===== src/rtl/assert_macros.svh =====
// Assertion helpers for the RTL, included by nicsw_back; all sample on clk and skip reset.
`ifndef ASSERT_MACROS_SVH
`define ASSERT_MACROS_SVH

// Same-cycle implication.
`define ASSERT_NOW(label, ante, cons, msg) \
	label: assert property (@(posedge clk) disable iff (!arst_n) (ante) |-> (cons)) \
		else $error(msg);

// Next-cycle implication.
`define ASSERT_NEXT(label, ante, cons, msg) \
	label: assert property (@(posedge clk) disable iff (!arst_n) (ante) |=> (cons)) \
		else $error(msg);

`endif


===== src/rtl/nicsw_pkg.sv =====
package nicsw_pkg;

	// Register map, by word index
	typedef enum logic [2:0] {
		REG_HDR_MARK_MIN  = 3'd0,
		REG_HDR_MARK_MAX  = 3'd1,
		REG_HDR_SPACE_MIN = 3'd2,
		REG_HDR_SPACE_MAX = 3'd3,
		REG_STOP_SPACE    = 3'd4,
		REG_TOGGLE_CODE   = 3'd5,
		REG_ON_CODE       = 3'd6,
		REG_OFF_CODE      = 3'd7
	} reg_idx_t;

	localparam int unsigned ADDR_W = 5;

	// Register reset values
	localparam logic [7:0]  HDR_MARK_MIN_RST  = 8'd144;
	localparam logic [7:0]  HDR_MARK_MAX_RST  = 8'd216;
	localparam logic [7:0]  HDR_SPACE_MIN_RST = 8'd72;
	localparam logic [7:0]  HDR_SPACE_MAX_RST = 8'd108;
	localparam logic [7:0]  STOP_SPACE_RST    = 8'd72;
	localparam logic [31:0] TOGGLE_CODE_RST   = 32'h0100_0001;
	localparam logic [31:0] ON_CODE_RST       = 32'h0100_0002;
	localparam logic [31:0] OFF_CODE_RST      = 32'h0100_0003;

	// Repeat header space window
	localparam logic [7:0] REPEAT_SPACE_MIN = 8'd36;
	localparam logic [7:0] REPEAT_SPACE_MAX = 8'd54;

	// Request types
	typedef enum logic {
		REQ_PULSE  = 1'b0,
		REQ_SWITCH = 1'b1
	} req_type_t;

	// Result events
	typedef enum logic [2:0] {
		EV_BUSY   = 3'd0,
		EV_FRAME  = 3'd1,
		EV_REPEAT = 3'd2,
		EV_REJECT = 3'd3,
		EV_SWITCH = 3'd4
	} event_t;

	// Matched commands
	typedef enum logic [1:0] {
		CMD_NONE   = 2'd0,
		CMD_TOGGLE = 2'd1,
		CMD_ON     = 2'd2,
		CMD_OFF    = 2'd3
	} cmd_t;

	// Configuration seen by the decoder
	typedef struct packed {
		logic [7:0]  hdr_mark_min;
		logic [7:0]  hdr_mark_max;
		logic [7:0]  hdr_space_min;
		logic [7:0]  hdr_space_max;
		logic [7:0]  stop_space_min;
		logic [31:0] toggle_code;
		logic [31:0] on_code;
		logic [31:0] off_code;
	} cfg_t;

	// Classified pulse pair, as queued between front and back
	typedef struct packed {
		logic is_switch;
		logic hdr_data;
		logic hdr_repeat;
		logic stop;
		logic bit_one;
	} cls_t;

endpackage


===== src/rtl/nicsw_in_if.sv =====
interface nicsw_in_if;
	logic       valid;
	logic       ready;
	logic       req_type;
	logic [7:0] mark_ticks;
	logic [7:0] space_ticks;

	modport source (output valid, output req_type, output mark_ticks, output space_ticks,
		input ready);
	modport sink (input valid, input req_type, input mark_ticks, input space_ticks,
		output ready);
endinterface


===== src/rtl/nicsw_out_if.sv =====
interface nicsw_out_if;
	logic        valid;
	logic        ready;
	logic        switch_out;
	logic [2:0]  frame_event;
	logic [1:0]  matched_command;
	logic [31:0] received_code;
	logic [5:0]  bits_received;

	modport source (output valid, output switch_out, output frame_event,
		output matched_command, output received_code, output bits_received, input ready);
	modport sink (input valid, input switch_out, input frame_event,
		input matched_command, input received_code, input bits_received, output ready);
endinterface


===== src/rtl/nec_ir_command_switch.sv =====
// Path: an input transfer is written into the queue, then decoded from the queue head into
// the output register once that register is empty or its result is transferring.
// Throughput: one item per cycle while neither side stalls; the 2-entry queue and the
// output register let the input and output sides stall on their own.
// Reset (arst_n low): decoder awaits a header, code and bit count zero, switch level off,
// registers at their defaults, queue and output register empty.
module nec_ir_command_switch #(
	parameter int unsigned CODE_BITS = 32
) (
	input  logic                        clk,
	input  logic                        arst_n,
	nicsw_in_if.sink                    req,
	nicsw_out_if.source                 rsp,
	input  logic                        psel,
	input  logic                        penable,
	input  logic                        pwrite,
	input  logic [nicsw_pkg::ADDR_W-1:0] paddr,
	input  logic [31:0]                 pwdata,
	output logic [31:0]                 prdata,
	output logic                        pready
);

	nicsw_pkg::cfg_t cfg;
	logic            push_valid;
	logic            push_ready;
	nicsw_pkg::cls_t push_data;
	logic            pop_valid;
	logic            pop_ready;
	nicsw_pkg::cls_t pop_data;

	nicsw_regs u_regs (
		.clk     (clk),
		.arst_n  (arst_n),
		.psel    (psel),
		.penable (penable),
		.pwrite  (pwrite),
		.paddr   (paddr),
		.pwdata  (pwdata),
		.prdata  (prdata),
		.pready  (pready),
		.cfg     (cfg)
	);

	nicsw_front u_front (
		.req        (req),
		.cfg        (cfg),
		.push_valid (push_valid),
		.push_ready (push_ready),
		.push_data  (push_data)
	);

	nicsw_queue #(
		.WIDTH ($bits(nicsw_pkg::cls_t)),
		.DEPTH (2)
	) u_queue (
		.clk        (clk),
		.arst_n     (arst_n),
		.push_valid (push_valid),
		.push_ready (push_ready),
		.push_data  (push_data),
		.pop_valid  (pop_valid),
		.pop_ready  (pop_ready),
		.pop_data   (pop_data)
	);

	nicsw_back #(
		.CODE_BITS (CODE_BITS)
	) u_back (
		.clk       (clk),
		.arst_n    (arst_n),
		.cfg       (cfg),
		.pop_valid (pop_valid),
		.pop_ready (pop_ready),
		.pop_data  (pop_data),
		.rsp       (rsp)
	);

endmodule


===== src/rtl/nicsw_regs.sv =====
module nicsw_regs (
	input  logic                        clk,
	input  logic                        arst_n,
	input  logic                        psel,
	input  logic                        penable,
	input  logic                        pwrite,
	input  logic [nicsw_pkg::ADDR_W-1:0] paddr,
	input  logic [31:0]                 pwdata,
	output logic [31:0]                 prdata,
	output logic                        pready,
	output nicsw_pkg::cfg_t             cfg
);

	nicsw_pkg::cfg_t   cfg_q;
	nicsw_pkg::reg_idx_t idx;
	logic              wr_en;

	assign idx    = nicsw_pkg::reg_idx_t'(paddr[4:2]);
	assign wr_en  = psel && penable && pwrite;
	assign pready = 1'b1;
	assign cfg    = cfg_q;

	// Write the addressed register on the access cycle
	always_ff @(posedge clk or negedge arst_n) begin
		if (!arst_n) begin
			cfg_q.hdr_mark_min   <= nicsw_pkg::HDR_MARK_MIN_RST;
			cfg_q.hdr_mark_max   <= nicsw_pkg::HDR_MARK_MAX_RST;
			cfg_q.hdr_space_min  <= nicsw_pkg::HDR_SPACE_MIN_RST;
			cfg_q.hdr_space_max  <= nicsw_pkg::HDR_SPACE_MAX_RST;
			cfg_q.stop_space_min <= nicsw_pkg::STOP_SPACE_RST;
			cfg_q.toggle_code    <= nicsw_pkg::TOGGLE_CODE_RST;
			cfg_q.on_code        <= nicsw_pkg::ON_CODE_RST;
			cfg_q.off_code       <= nicsw_pkg::OFF_CODE_RST;
		end else if (wr_en) begin
			unique case (idx)
				nicsw_pkg::REG_HDR_MARK_MIN:  cfg_q.hdr_mark_min   <= pwdata[7:0];
				nicsw_pkg::REG_HDR_MARK_MAX:  cfg_q.hdr_mark_max   <= pwdata[7:0];
				nicsw_pkg::REG_HDR_SPACE_MIN: cfg_q.hdr_space_min  <= pwdata[7:0];
				nicsw_pkg::REG_HDR_SPACE_MAX: cfg_q.hdr_space_max  <= pwdata[7:0];
				nicsw_pkg::REG_STOP_SPACE:    cfg_q.stop_space_min <= pwdata[7:0];
				nicsw_pkg::REG_TOGGLE_CODE:   cfg_q.toggle_code    <= pwdata;
				nicsw_pkg::REG_ON_CODE:       cfg_q.on_code        <= pwdata;
				nicsw_pkg::REG_OFF_CODE:      cfg_q.off_code       <= pwdata;
				default:                      cfg_q <= cfg_q;
			endcase
		end
	end

	// Read back the addressed register
	always_comb begin
		unique case (idx)
			nicsw_pkg::REG_HDR_MARK_MIN:  prdata = 32'(cfg_q.hdr_mark_min);
			nicsw_pkg::REG_HDR_MARK_MAX:  prdata = 32'(cfg_q.hdr_mark_max);
			nicsw_pkg::REG_HDR_SPACE_MIN: prdata = 32'(cfg_q.hdr_space_min);
			nicsw_pkg::REG_HDR_SPACE_MAX: prdata = 32'(cfg_q.hdr_space_max);
			nicsw_pkg::REG_STOP_SPACE:    prdata = 32'(cfg_q.stop_space_min);
			nicsw_pkg::REG_TOGGLE_CODE:   prdata = cfg_q.toggle_code;
			nicsw_pkg::REG_ON_CODE:       prdata = cfg_q.on_code;
			nicsw_pkg::REG_OFF_CODE:      prdata = cfg_q.off_code;
			default:                      prdata = '0;
		endcase
	end

endmodule


===== src/rtl/nicsw_front.sv =====
module nicsw_front (
	nicsw_in_if.sink              req,
	input  nicsw_pkg::cfg_t       cfg,
	output logic                  push_valid,
	input  logic                  push_ready,
	output nicsw_pkg::cls_t       push_data
);

	logic mark_ok;
	logic data_space_ok;
	logic rep_space_ok;

	assign req.ready  = push_ready;
	assign push_valid = req.valid;

	// Window checks against the header limits
	assign mark_ok = (req.mark_ticks >= cfg.hdr_mark_min) &&
		(req.mark_ticks <= cfg.hdr_mark_max);
	assign data_space_ok = (req.space_ticks >= cfg.hdr_space_min) &&
		(req.space_ticks <= cfg.hdr_space_max);
	assign rep_space_ok = (req.space_ticks >= nicsw_pkg::REPEAT_SPACE_MIN) &&
		(req.space_ticks <= nicsw_pkg::REPEAT_SPACE_MAX);

	// Classify the pair; the data window wins over the repeat window
	always_comb begin
		push_data.is_switch  = (req.req_type == nicsw_pkg::REQ_SWITCH);
		push_data.hdr_data   = mark_ok && data_space_ok;
		push_data.hdr_repeat = mark_ok && !data_space_ok && rep_space_ok;
		push_data.stop       = req.space_ticks >= cfg.stop_space_min;
		push_data.bit_one    = {1'b0, req.space_ticks} >= {req.mark_ticks, 1'b0};
	end

endmodule


===== src/rtl/nicsw_queue.sv =====
module nicsw_queue #(
	parameter int unsigned WIDTH = 5,
	parameter int unsigned DEPTH = 2
) (
	input  logic             clk,
	input  logic             arst_n,
	input  logic             push_valid,
	output logic             push_ready,
	input  logic [WIDTH-1:0] push_data,
	output logic             pop_valid,
	input  logic             pop_ready,
	output logic [WIDTH-1:0] pop_data
);

	localparam int unsigned PTR_W = (DEPTH > 1) ? $clog2(DEPTH) : 1;
	localparam int unsigned CNT_W = $clog2(DEPTH + 1);

	logic [WIDTH-1:0] mem_q [DEPTH];
	logic [PTR_W-1:0] wr_ptr_q;
	logic [PTR_W-1:0] rd_ptr_q;
	logic [CNT_W-1:0] count_q;
	logic             push;
	logic             pop;

	assign push_ready = count_q != CNT_W'(DEPTH);
	assign pop_valid  = count_q != '0;
	assign pop_data   = mem_q[rd_ptr_q];
	assign push       = push_valid && push_ready;
	assign pop        = pop_valid && pop_ready;

	// Store entries
	always_ff @(posedge clk) begin
		if (push) begin
			mem_q[wr_ptr_q] <= push_data;
		end
	end

	// Advance pointers and occupancy
	always_ff @(posedge clk or negedge arst_n) begin
		if (!arst_n) begin
			wr_ptr_q <= '0;
			rd_ptr_q <= '0;
			count_q  <= '0;
		end else begin
			if (push) begin
				wr_ptr_q <= (wr_ptr_q == PTR_W'(DEPTH - 1)) ? '0 : wr_ptr_q + PTR_W'(1);
			end
			if (pop) begin
				rd_ptr_q <= (rd_ptr_q == PTR_W'(DEPTH - 1)) ? '0 : rd_ptr_q + PTR_W'(1);
			end
			if (push && !pop) begin
				count_q <= count_q + CNT_W'(1);
			end else if (pop && !push) begin
				count_q <= count_q - CNT_W'(1);
			end
		end
	end

endmodule


===== src/rtl/nicsw_back.sv =====
`include "assert_macros.svh"

module nicsw_back #(
	parameter int unsigned CODE_BITS = 32
) (
	input  logic            clk,
	input  logic            arst_n,
	input  nicsw_pkg::cfg_t cfg,
	input  logic            pop_valid,
	output logic            pop_ready,
	input  nicsw_pkg::cls_t pop_data,
	nicsw_out_if.source     rsp
);

	localparam int unsigned CNT_W = $clog2(CODE_BITS + 1);

	typedef enum logic [3:0] {
		PH_AWAIT   = 4'b0001,
		PH_BITS    = 4'b0010,
		PH_REPEAT  = 4'b0100,
		PH_DISCARD = 4'b1000
	} phase_t;

	phase_t                 phase_q, phase_d;
	logic [CODE_BITS-1:0]   shift_q, shift_d;
	logic [CNT_W-1:0]       cnt_q, cnt_d;
	logic [CNT_W-1:0]       cnt_inc;
	logic                   level_q, level_d;
	nicsw_pkg::event_t      ev_d;
	nicsw_pkg::cmd_t        cmd_d, fin_cmd;
	logic                   full_frame;
	logic                   pop;

	logic                   valid_q;
	logic                   sw_q;
	nicsw_pkg::event_t      ev_q;
	nicsw_pkg::cmd_t        cmd_q;
	logic [31:0]            code_q;
	logic [5:0]             bits_q;

	assign pop_ready = !valid_q || rsp.ready;
	assign pop       = pop_valid && pop_ready;
	assign cnt_inc   = cnt_q + CNT_W'(1);
	assign full_frame = cnt_q == CNT_W'(CODE_BITS);

	// Match a complete frame against the codes in priority order
	always_comb begin
		priority if (!full_frame) begin
			fin_cmd = nicsw_pkg::CMD_NONE;
		end else if (64'(shift_q) == 64'(cfg.toggle_code)) begin
			fin_cmd = nicsw_pkg::CMD_TOGGLE;
		end else if (64'(shift_q) == 64'(cfg.on_code)) begin
			fin_cmd = nicsw_pkg::CMD_ON;
		end else if (64'(shift_q) == 64'(cfg.off_code)) begin
			fin_cmd = nicsw_pkg::CMD_OFF;
		end else begin
			fin_cmd = nicsw_pkg::CMD_NONE;
		end
	end

	// Decode the next state for the item at the head of the queue
	always_comb begin
		phase_d = phase_q;
		shift_d = shift_q;
		cnt_d   = cnt_q;
		level_d = level_q;
		ev_d    = nicsw_pkg::EV_BUSY;
		cmd_d   = nicsw_pkg::CMD_NONE;
		if (pop_data.is_switch) begin
			level_d = !level_q;
			ev_d    = nicsw_pkg::EV_SWITCH;
		end else begin
			unique case (phase_q)
				PH_AWAIT: begin
					if (pop_data.hdr_data) begin
						phase_d = PH_BITS;
						shift_d = '0;
						cnt_d   = '0;
					end else if (pop_data.hdr_repeat) begin
						phase_d = PH_REPEAT;
					end else begin
						cnt_d = '0;
						ev_d  = nicsw_pkg::EV_REJECT;
					end
				end
				PH_BITS: begin
					if (pop_data.stop) begin
						phase_d = PH_AWAIT;
						ev_d    = nicsw_pkg::EV_FRAME;
						cmd_d   = fin_cmd;
					end else begin
						shift_d = {shift_q[CODE_BITS-2:0], pop_data.bit_one};
						cnt_d   = cnt_inc;
						if (cnt_inc == CNT_W'(CODE_BITS)) begin
							phase_d = PH_DISCARD;
						end
					end
				end
				PH_REPEAT: begin
					if (pop_data.stop) begin
						phase_d = PH_AWAIT;
						ev_d    = nicsw_pkg::EV_REPEAT;
					end else begin
						cnt_d   = '0;
						phase_d = PH_DISCARD;
					end
				end
				PH_DISCARD: begin
					if (pop_data.stop) begin
						phase_d = PH_AWAIT;
						ev_d    = nicsw_pkg::EV_FRAME;
						cmd_d   = fin_cmd;
					end
				end
				default: phase_d = PH_AWAIT;
			endcase
			unique case (cmd_d)
				nicsw_pkg::CMD_TOGGLE: level_d = !level_q;
				nicsw_pkg::CMD_ON:     level_d = 1'b1;
				nicsw_pkg::CMD_OFF:    level_d = 1'b0;
				default:               level_d = level_q;
			endcase
		end
	end

	// Update decoder state on each transfer out of the queue
	always_ff @(posedge clk or negedge arst_n) begin
		if (!arst_n) begin
			phase_q <= PH_AWAIT;
			shift_q <= '0;
			cnt_q   <= '0;
			level_q <= 1'b0;
			valid_q <= 1'b0;
		end else begin
			if (pop) begin
				phase_q <= phase_d;
				shift_q <= shift_d;
				cnt_q   <= cnt_d;
				level_q <= level_d;
			end
			if (pop) begin
				valid_q <= 1'b1;
			end else if (rsp.ready) begin
				valid_q <= 1'b0;
			end
		end
	end

	// Hold the result until its transfer
	always_ff @(posedge clk) begin
		if (pop) begin
			sw_q   <= level_d;
			ev_q   <= ev_d;
			cmd_q  <= cmd_d;
			code_q <= 32'(shift_d);
			bits_q <= 6'(cnt_d);
		end
	end

	assign rsp.valid           = valid_q;
	assign rsp.switch_out      = sw_q;
	assign rsp.frame_event     = ev_q;
	assign rsp.matched_command = cmd_q;
	assign rsp.received_code   = code_q;
	assign rsp.bits_received   = bits_q;

	`ASSERT_NOW(a_cnt_bound, 1'b1, cnt_q <= CNT_W'(CODE_BITS), "bit count above frame length")
	`ASSERT_NOW(a_bits_short, phase_q == PH_BITS, cnt_q < CNT_W'(CODE_BITS),
		"taking bits with a full frame")
	`ASSERT_NOW(a_match_frame, valid_q && cmd_q != nicsw_pkg::CMD_NONE,
		ev_q == nicsw_pkg::EV_FRAME, "command matched outside a frame end")
	`ASSERT_NEXT(a_switch_flip, pop && pop_data.is_switch, level_q != $past(level_q),
		"switch press did not flip the output")

endmodule


===== src/flat_wrapper.sv =====
// flat-port wrapper written by rule: the top's interface ports become plain ports
module nec_ir_command_switch_flat 
#(
	parameter int unsigned CODE_BITS = 32
)
  (clk, arst_n, psel, penable, pwrite, paddr, pwdata, prdata, pready, req_valid, req_req_type, req_mark_ticks, req_space_ticks, req_ready, rsp_valid, rsp_switch_out, rsp_frame_event, rsp_matched_command, rsp_received_code, rsp_bits_received, rsp_ready);
  nicsw_in_if req_i ();
  nicsw_out_if rsp_i ();
  input  logic clk;
  input  logic arst_n;
  input  logic psel;
  input  logic penable;
  input  logic pwrite;
  input  logic [nicsw_pkg::ADDR_W-1:0] paddr;
  input  logic [31:0] pwdata;
  output logic [31:0] prdata;
  output logic pready;
  input wire logic [$bits(req_i.valid)-1:0] req_valid;
  input wire logic [$bits(req_i.req_type)-1:0] req_req_type;
  input wire logic [$bits(req_i.mark_ticks)-1:0] req_mark_ticks;
  input wire logic [$bits(req_i.space_ticks)-1:0] req_space_ticks;
  output wire logic [$bits(req_i.ready)-1:0] req_ready;
  output wire logic [$bits(rsp_i.valid)-1:0] rsp_valid;
  output wire logic [$bits(rsp_i.switch_out)-1:0] rsp_switch_out;
  output wire logic [$bits(rsp_i.frame_event)-1:0] rsp_frame_event;
  output wire logic [$bits(rsp_i.matched_command)-1:0] rsp_matched_command;
  output wire logic [$bits(rsp_i.received_code)-1:0] rsp_received_code;
  output wire logic [$bits(rsp_i.bits_received)-1:0] rsp_bits_received;
  input wire logic [$bits(rsp_i.ready)-1:0] rsp_ready;
  assign req_i.valid = req_valid;
  assign req_i.req_type = req_req_type;
  assign req_i.mark_ticks = req_mark_ticks;
  assign req_i.space_ticks = req_space_ticks;
  assign req_ready = req_i.ready;
  assign rsp_valid = rsp_i.valid;
  assign rsp_switch_out = rsp_i.switch_out;
  assign rsp_frame_event = rsp_i.frame_event;
  assign rsp_matched_command = rsp_i.matched_command;
  assign rsp_received_code = rsp_i.received_code;
  assign rsp_bits_received = rsp_i.bits_received;
  assign rsp_i.ready = rsp_ready;
  nec_ir_command_switch #(.CODE_BITS(CODE_BITS)) u_core (.clk(clk), .arst_n(arst_n), .req(req_i), .rsp(rsp_i), .psel(psel), .penable(penable), .pwrite(pwrite), .paddr(paddr), .pwdata(pwdata), .prdata(prdata), .pready(pready));
endmodule

===== config.mk =====
export PLATFORM = sky130hd
export DESIGN_NAME = nec_ir_command_switch_flat
export DESIGN_NICKNAME = d
export VERILOG_FILES = /design/src/rtl/nicsw_pkg.sv /design/src/rtl/nicsw_in_if.sv /design/src/rtl/nicsw_out_if.sv /design/src/rtl/nec_ir_command_switch.sv /design/src/rtl/nicsw_regs.sv /design/src/rtl/nicsw_front.sv /design/src/rtl/nicsw_queue.sv /design/src/rtl/nicsw_back.sv /design/src/flat_wrapper.sv
export VERILOG_INCLUDE_DIRS = /design/src /design/src/rtl
export SDC_FILE = /design/constraint.sdc
export NUM_CORES = 1
export LEC_CHECK = 0
export BUFFER_PORTS_ARGS = -buffer_cell sky130_fd_sc_hd__buf_2
export CAP_MARGIN = 20
export CORE_UTILIZATION = 50
export CTS_CLUSTER_DIAMETER = 60
export CTS_CLUSTER_SIZE = 28
export DETAILED_ROUTE_END_ITERATION = 10
export GPL_ROUTABILITY_DRIVEN = 1
export PLACE_DENSITY_LB_ADDON = 0.3
export SKIP_LAST_GASP = 1
export SLEW_MARGIN = 10
export SYNTH_ARGS = -nofsm -noshare
export SYNTH_HDL_FRONTEND = slang
export SYNTH_SLANG_ARGS = --single-unit

===== constraint.sdc =====
create_clock -name clk -period 3.9 [get_ports clk]
set_input_delay 0.195 -clock clk [delete_from_list [all_inputs] [get_ports clk]]
set_output_delay 0.195 -clock clk [all_outputs]
set_load 0.05 [all_outputs]

==> results.toml <==
[die]
core-area_mm2 = 0.0254
row_count = 58
pin_count = 140
chipWidth_um = 164
start_util_pct = 51.5
dieArea_mm2 = 0.0268
fp.dieH_um = 164

[sta]
finalCriticalPeriod_ns = 2.70
hold_viol_final = 0
setup_violations = 0
clock_skew_ns = 0.0220
drv_slew = 0
grt_setup_unrepaired = "false"
slew_headroom_pct = 40.6
tns_ns = 0
period_share_pct = 69.1
worstMarginPinSlew_ns = 0.891
fmax_mhz = 371

[synthesis]
async_flop_share_pct = 77.3
synth_top_area_share_pct = 31.0
synthTopCellsByArea = "dfrtp_1, edfxtp_1, mux2_2"
synth_edf_count = 54
ys_warn_count = 0
syn_area_per_cell_um2 = 11.3
synth-seq-cells = 238
ys_types = 67
yosys_most_used_dff = "dfrtp_1"
syn_inst = 1157
syn_area_mm2 = 0.0131
yosysSeqAreaShare_pct = 47.8
yosysTopAreaCell = "dfrtp_1"
synth_fp_nets = 1269

[cells_and_area]
syn_to_final_growth_pct = 15.3
post-route-util_pct = 59.4
multi_input_area_mm2 = 0.00625
drive_gt1_share_pct = 31.1
antennaDiodeCount = 0
fillers = 2099
nNetsFinal = 1397
fin_area_mm2 = 0.0151
regArea_mm2 = 0.00625
instances_no_fill = 1629

[critical_path]
cp.required_ns = 4.34
reg2reg_from = "u_core.u_queue.rd_ptr_q"
timing_worst_setup_path_type = "register to register"
critPathLaunchType = "register"
cp_max_fo = 32
worst_setup_path_end_kind = "register"
worstSetupStartpoint = "u_core.u_queue.rd_ptr_q"
arrival_ns = 3.14

[cts]
clkLatencyLatePin_ns = 0.52
cts-buffers-inserted = 20
post_cts_buffers = 0
cts_root_buf = "clkbuf_16"
cts_hold_buf = 35
clk_transition_reported_paths_ns = 0.08
clock_sinks = 238
cts_resized = 0
cts_tree = "done"
htreeDepth = 1
cts_buffer_depth = 3

[drt]
dr.pass1.iters = 5
viasPerCell = 5.75
vias = 9361
drt_iter0_drc = 565
wl_per_cell_um = 19.8
routed_wl_um = 32200
drc = 0
ant_nets = 0

[power]
power_density_mw_per_mm2 = 586
power.leakage_nw = 6.97
max-vdd-ir-drop_mv = 0.496
power.total_mw = 8.84

[global_routing]
grt_pass1_wl_um = 50700
grt_pass1_vias = 9190
antenna_found_initial = 0
grt_usage_pct = 24.6
gr-total-overflow = 0
grt_max_degree = 109

[run_status]
status = "completed"

[placed_design]
placed_cell_area_mm2 = 0.0140
place_inst = 1557
gp_congestion = 0.897
io_buffers = 136
hpwlAfterDp_um = 22800

[hold_path]
hp-start = "pwdata[0]"
min_path_type = "input pin to register"

[flow_run]
drv_cap = 0
==> critical path, cell delays in order (launching register included) <==
cell and delay [ns]:
dfrtp_1 0.62, mux2i_4 0.37, inv_2 0.12, or4_4 0.54
nor2_8 0.51, a22o_1 0.27, nand2_1 0.07, nand2_1 0.10
==> area by class of cell <==
cell class | count | share of cell area [%]
timing repair buffer | 190 | 7.95
multi-input combinational | 776 | 41.5
sequential | 238 | 41.4
inverter | 59 | 1.47
clock inverter | 15 | 1.47
clock buffer | 21 | 3.48
tap | 330 | 2.74
==> synth_stat cells (8+ instances only) <==
library cell / instances
nor4_1: 14
nor2_1: 48
dfrtp_1: 162
edfxtp_1: 54
a22o_1: 14
nor2b_1: 8
a21oi_1: 16
mux4_2: 12
a22oi_1: 24
ha_1: 51
xor2_1: 38
nand3_1: 11
o21ai_0: 52
nand2_1: 144
mux2_2: 141
dfstp_2: 22
xnor2_1: 66
buf_2: 12
inv_1: 55
nand4_1: 22
nand2b_1: 9
a22o_4: 20
clkbuf_1: 64
==> cells in the final DEF, fill, tap and decap left out, types with 4 or more instances in the layout <==
cell type,instances
nor2_1,45
inv_2,4
a22o_1,14
mux2_2,141
inv_8,4
nand2b_1,9
o21ai_0,51
inv_1,54
nor3_1,7
clkbuf_16,21
o22ai_1,4
mux2i_1,7
dfrtp_1,162
inv_6,4
ha_1,51
and3_1,6
nand3_1,11
a21oi_1,16
xnor2_1,66
edfxtp_1,54
a21o_1,7
a22o_4,20
nand2_1,144
dlygate4sd3_1,35
dfstp_2,22
nor4_1,14
buf_4,18
nand4_1,22
xor2_1,38
nor2b_1,8
a22oi_1,24
mux4_2,12
buf_2,135
==> metrics by stage <==
step	hold slack, ns	worst slack [ns]
floorplan	-0.101	0.843
global placement	0.388	1.27
detailed placement	0.396	1.23
CTS	0.0196	1.19
global route	0.0251	1.03
finish	0.0335	1.20
==> routing by layer <==
layer / vias to the layer above / share of wire, % / track usage [%]
met3: 57 / 6.3 / 4.19
met2: 291 / 47 / 38.9
met4: 0 / 2.8 / 8.21
met5: - / 0 / 0
met1: 4667 / 44 / 34.3
li1: 4346 / - / -
==> path summary, 6_finish.rpt <==
check                                            endpoint  slack [ns]  depth (start not counted)
min in group asynchronous       u_core.u_back.shift_q[13]        0.18                          2
worst min register to register    u_core.u_queue.wr_ptr_q        0.52                          1
worst max-delay path            u_core.u_back.shift_q[21]        1.20                          7
worst max register to register  u_core.u_back.shift_q[21]        1.20                          7
max in group asynchronous          u_core.u_regs.cfg[115]        2.52                          4
worst min-delay path               u_core.u_regs.cfg[112]        0.03                          2
==> state kept, by name, summed over array words and instances, names as in the netlist <==
register	flops
u_core.u_back.rsp.received_code	32
u_core.u_back.rsp.frame_event	3
u_core.u_queue.wr_ptr_q	1
u_core.u_queue.mem_q	10
u_core.u_back.level_q	1
u_core.u_back.rsp.switch_out	1
u_core.u_regs.cfg	136
u_core.u_back.rsp.bits_received	6
u_core.u_back.rsp.valid	1
u_core.u_back.rsp.matched_command	2
u_core.u_back.phase_q	4
u_core.u_queue.count_q	2
u_core.u_back.shift_q	32
u_core.u_queue.rd_ptr_q	1
u_core.u_back.cnt_q	6
==> kinds of logic after synthesis <==
| family | after synthesis | share of synthesized area [%] |
|---|---|---|
| buffers and inverters | 143 | 4.48 |
| AOI/OAI and AO/OA | 174 | 10.5 |
| xor gates and xnor gates | 104 | 6.96 |
| and+or+nand+nor | 282 | 10.1 |
| adders and majority gates | 51 | 4.88 |
| muxes | 164 | 15.3 |
| other | 1 | 0.0287 |
| DFF | 238 | 47.8 |
==> power breakdown <==
part / total (mW) / internal, mW / switching, mW
logic: 2.95 / 1.03 / 1.93
registers: 3.62 / 3.18 / 0.442
clock network: 2.26 / 1.20 / 1.07
No activity file was read; power rests on OpenSTA's default activity.
